### config.mk
export PLATFORM = sky130hd
export DESIGN_NAME = fdl_interp
export DESIGN_NICKNAME = d
export VERILOG_FILES = /design/src/sv/fdl_pkg.sv /design/src/sv/fdl_interp.sv
export SDC_FILE = /design/constraint.sdc
export NUM_CORES = 1
export LEC_CHECK = 0
export BUFFER_PORTS_ARGS = -buffer_cell sky130_fd_sc_hd__buf_2
export CAP_MARGIN = 15
export CELL_PAD_IN_SITES_DETAIL_PLACEMENT = 1
export CELL_PAD_IN_SITES_GLOBAL_PLACEMENT = 1
export CORE_MARGIN = 2
export CORE_UTILIZATION = 55
export DETAILED_ROUTE_END_ITERATION = 12
export PLACE_DENSITY_LB_ADDON = 0.1
export RECOVER_POWER = 25
export SKIP_CTS_REPAIR_TIMING = 1
export SYNTH_ARGS = -nofsm -noshare
export SYNTH_HDL_FRONTEND = slang
export SYNTH_SLANG_ARGS = --single-unit
### constraint.sdc
create_clock -name clk -period 20.7 [get_ports clk]
set_input_delay 4.14 -clock clk [delete_from_list [all_inputs] [get_ports clk]]
set_output_delay 4.14 -clock clk [all_outputs]
set_load 0.01 [all_outputs]
### src/sv/fdl_pkg.sv
`default_nettype none

package fdl_pkg;

    // Field widths
    localparam int SAMPLE_W = 24;
    localparam int DELAY_W  = 10;
    localparam int COEFF_W  = 16;

    // Default ring size and coefficient reset (0.5 in Q0.16)
    localparam int                 SIZE_LOG2_DEF = 10;
    localparam logic [COEFF_W-1:0] COEFF_RESET   = 16'h8000;

    // Result queue
    localparam int OUT_DEPTH = 4;
    localparam int OUT_PTR_W = $clog2(OUT_DEPTH);
    localparam int OUT_CNT_W = $clog2(OUT_DEPTH + 1);

    // Request codes
    typedef enum logic {
        REQ_WRITE = 1'b0,
        REQ_READ  = 1'b1
    } req_t;

    typedef logic signed [SAMPLE_W-1:0] sample_t;

    // Fetched sample pair handed to the interpolator
    typedef struct packed {
        logic    vld;
        sample_t x1;
        sample_t x2;
    } pair_t;

    // Interpolated result
    typedef struct packed {
        logic    vld;
        sample_t y;
    } result_t;

endpackage

`default_nettype wire

### src/sv/fdl_interp.sv
`default_nettype none

// Two-stage allpass interpolator: multiply, then add / round / saturate.
// Holds the previous output, which feeds back into the next multiply.
module fdl_interp (
    input  logic                        clk,
    input  logic                        rst_n,
    input  logic [fdl_pkg::COEFF_W-1:0] coeff,
    input  fdl_pkg::pair_t              pair,
    output fdl_pkg::result_t            result
);

    localparam int SW    = fdl_pkg::SAMPLE_W;
    localparam int PROD_W = fdl_pkg::COEFF_W + 1 + SW + 1;
    localparam int ACC_W  = PROD_W + 1;
    localparam int Q_W    = ACC_W - 16;

    logic signed [SW:0]                diff;
    logic signed [fdl_pkg::COEFF_W:0]  coeff_s;
    logic signed [PROD_W-1:0]          prod_next;
    logic signed [PROD_W-1:0]          prod_reg;
    fdl_pkg::sample_t                  x1_reg;
    logic                              s1_vld_reg;
    logic signed [ACC_W-1:0]           acc;
    logic signed [Q_W-1:0]             q;
    fdl_pkg::sample_t                  y_next;
    fdl_pkg::sample_t                  y_reg;
    logic                              y_vld_reg;
    fdl_pkg::sample_t                  prev_reg;

    // Stage 1: c * (x2 - y_prev)
    assign diff      = {pair.x2[SW-1], pair.x2} - {prev_reg[SW-1], prev_reg};
    assign coeff_s   = $signed({1'b0, coeff});
    assign prod_next = coeff_s * diff;

    always_ff @(posedge clk or negedge rst_n)
    begin
        if (!rst_n)
        begin
            s1_vld_reg <= 1'b0;
        end
        else
        begin
            s1_vld_reg <= pair.vld;
        end
    end

    always_ff @(posedge clk)
    begin
        if (pair.vld)
        begin
            prod_reg <= prod_next;
            x1_reg   <= pair.x1;
        end
    end

    // Stage 2: x1 * 2^16 + half-LSB bias folded into the low bits, then shift
    assign acc = $signed({{(ACC_W - SW - 16){x1_reg[SW-1]}}, x1_reg, 16'h8000})
               + $signed({prod_reg[PROD_W-1], prod_reg});
    assign q   = acc[ACC_W-1:16];

    // Saturate when the bits above the sample width disagree with its sign
    always_comb
    begin
        if (q[Q_W-1:SW-1] == {(Q_W - SW + 1){1'b0}} ||
            q[Q_W-1:SW-1] == {(Q_W - SW + 1){1'b1}})
        begin
            y_next = q[SW-1:0];
        end
        else if (q[Q_W-1])
        begin
            y_next = {1'b1, {(SW - 1){1'b0}}};
        end
        else
        begin
            y_next = {1'b0, {(SW - 1){1'b1}}};
        end
    end

    always_ff @(posedge clk or negedge rst_n)
    begin
        if (!rst_n)
        begin
            y_vld_reg <= 1'b0;
            prev_reg  <= '0;
        end
        else
        begin
            y_vld_reg <= s1_vld_reg;
            if (s1_vld_reg)
            begin
                prev_reg <= y_next;
            end
        end
    end

    always_ff @(posedge clk)
    begin
        if (s1_vld_reg)
        begin
            y_reg <= y_next;
        end
    end

    assign result.vld = y_vld_reg;
    assign result.y   = y_reg;

endmodule

`default_nettype wire

==> impl_metrics.env <==
export IMPL_outcome="complete, but fails checks"
export IMPL_violations="max-capacitance violations, max-slew violations"
export IMPL_yosysUniqueCellTypes=72
export IMPL_largest_reg_flops=27
export IMPL_yosys_area_top_type="fa_1"
export IMPL_startpoint_type="input pin"
export IMPL_place_ws_ns=7.58
export IMPL_final_nets=2864
export IMPL_dr_pass1_iters=5
export IMPL_num_io_pins=92
export IMPL_dieArea_um2=39100
export IMPL_first_iter_violations=729
export IMPL_synth_edf_count=75
export IMPL_whs_ns=0.516
export IMPL_finClkSkew_ns=0.0123
export IMPL_h_tree_depth=3
export IMPL_antenna_found_initial=0
export IMPL_clkLatencyLatePin_ns=0.36
export IMPL_grt_pass1_vias=18100
export IMPL_rsz0062_at_grt="false"
export IMPL_initial_core_util_pct=56.1
export IMPL_setup_viol=0
export IMPL_critical_path_class="input pin to flop"
export IMPL_synthFlopType="edfxtp_1"
export IMPL_wl_per_cell_um=21.2
export IMPL_drv_slew=52
export IMPL_clockRootBuffer="clkbuf_16"
export IMPL_synth_area_top_cells="fa_1, edfxtp_1, ha_1, inv_1, nand2_1"
export IMPL_syn_nets=2836
export IMPL_synth_most_common_cell="inv_1"
export IMPL_synth_seq_cells=101
export IMPL_num_antenna_cells=0
export IMPL_cts_buffers=9
export IMPL_ys_warn_count=0
export IMPL_grt_usage_pct=31.4
export IMPL_hold_class="flop to flop"
export IMPL_synth_seq_area_share_pct=14.1
export IMPL_async_flop_share_pct=25.7
export IMPL_worst_pin_slew_ns=1.95
export IMPL_fin_crit_ns=12.88
export IMPL_setup_tns_ns=0
export IMPL_arrival_ns=12.99
export IMPL_cpPeakStageDelay_ns=0.64
export IMPL_maxCapViolations=1
export IMPL_cts_tree="yes"
export IMPL_critPathCaptureType="flop"
export IMPL_drc_errors=0
export IMPL_cts_sinks=101
export IMPL_coreArea_um2=36800
export IMPL_grt_ovfl_total=0
export IMPL_synth_top_cell_area_share_pct=38.0
export IMPL_drt_wl_total_um=57800
export IMPL_gp_congestion=0.914
export IMPL_worst_path_max_delay_cell="o21ai_0"
export IMPL_num_vias=15500
export IMPL_cp_required_ns=20.80
export IMPL_slew_headroom_pct=-29.8
export IMPL_syn_mean_instance_area_um2=9.26
export IMPL_via_per_inst=5.70
export IMPL_drive_above_1_share_pct=8.01
export IMPL_synthToLayoutAreaGrowth_pct=5.65
export IMPL_grt_pass1_wl_um=93900
export IMPL_die_y_um=198
export IMPL_grt_start_max_net_pins=53
export IMPL_clk_pin_slew_ns=0.08
export IMPL_netlist_top_cells_count="inv_1, fa_1, nand2_1"
export IMPL_final_hold_violation_count=0
export IMPL_path_common_cell="fa_1"
export IMPL_post_route_period_util_pct=62.2
export IMPL_setup_ws_ns=7.82
export IMPL_die_w_um=198
export IMPL_synthCells=2227
export IMPL_postRouteAntennaNets=0
export IMPL_num_rows=70
export IMPL_cts_buffer_depth=2
export IMPL_dp_hpwl_um=45600
export IMPL_fmax_mhz=77.6
export IMPL_syn_cell_area_um2=20600
export IMPL_cp_max_fo=16
export IMPL_io_buffer_count=91
## critical path, delay by kind of cell
family                   cells  cell delay, ns
AND/OR/NAND/NOR              2            0.35
XOR/XNOR                     2            0.34
adder cells (fa/ha/maj)      9            3.94
buffers and inverters        7            0.65
AO/OA/AOI/OAI               14            3.54
## stage by stage
step	util, %	instance area, µm²	instances
after floorplan	-	20600	2227
after global placement	58.4	21500	2712
after detailed placement	58.4	21500	2712
after CTS	59.3	21800	2728
after global routing	59.2	21800	2728
final	59.2	21800	2728
## path summary, 6_finish.rpt
| path | from | to | slack, ns | cells after the start |
|---|---|---|---|---|
| max in group asynchronous | rst_n | prev_reg[19] | 16.43 | 1 |
| min reg2reg | prev_reg[5] | prev_reg[5] | 0.52 | 2 |
| max | pair[0] | prod_reg[28] | 7.82 | 34 |
| max reg2reg | prev_reg[1] | prod_reg[28] | 11.33 | 29 |
| min in group asynchronous | rst_n | prev_reg[3] | 3.81 | 1 |
| min | prev_reg[5] | prev_reg[5] | 0.52 | 2 |
## cell families (layout without fill, tap and decap cells)
logic type / count (synthesis) / in the layout / synth area share [%]
xor gates and xnor gates: 67 / 67 / 2.85
and+or+nand+nor: 677 / 677 / 16.0
DFF: 101 / 101 / 14.1
buffers and inverters: 595 / 628 / 11.2
adders and majority gates: 542 / 542 / 47.1
muxes: 16 / 16 / 0.831
AOI/OAI and AO/OA: 229 / 229 / 7.88
## final cells by class
class	count	area (µm²)
well taps	468	586
inverters	498	1870
clock buffers	14	295
flip-flops and latches	101	2900
clock inverters	2	36.3
fillers	4245	15000
repair buffers	114	624
multi-input cells	1531	15500
## placed cells by master, fill, tap and decap left out, drive strengths merged, types with 9 or more instances in the layout
master,count
nor2b,19
xor2,22
nor3,17
a21oi,92
nand2,290
nor2,63
ha,151
nand3,55
inv,499
mux2,9
nand2b,33
nand4,12
and2,132
o21a,11
a21o,28
buf,113
and3,30
edfxtp,75
dfrtp,26
xnor2,45
clkbuf,15
o21ai,37
fa,391
## per-layer routing
metal  track usage (%)  part of all wire [%]
met1              37.1                    39
met2              58.3                    53
met3              3.04                   3.1
met4              13.3                   4.6
met5                 0                     0
Power is left out: the tool's default activity adds up to more than one toggle a clock period on the data nets, which glitch-free logic cannot reach.
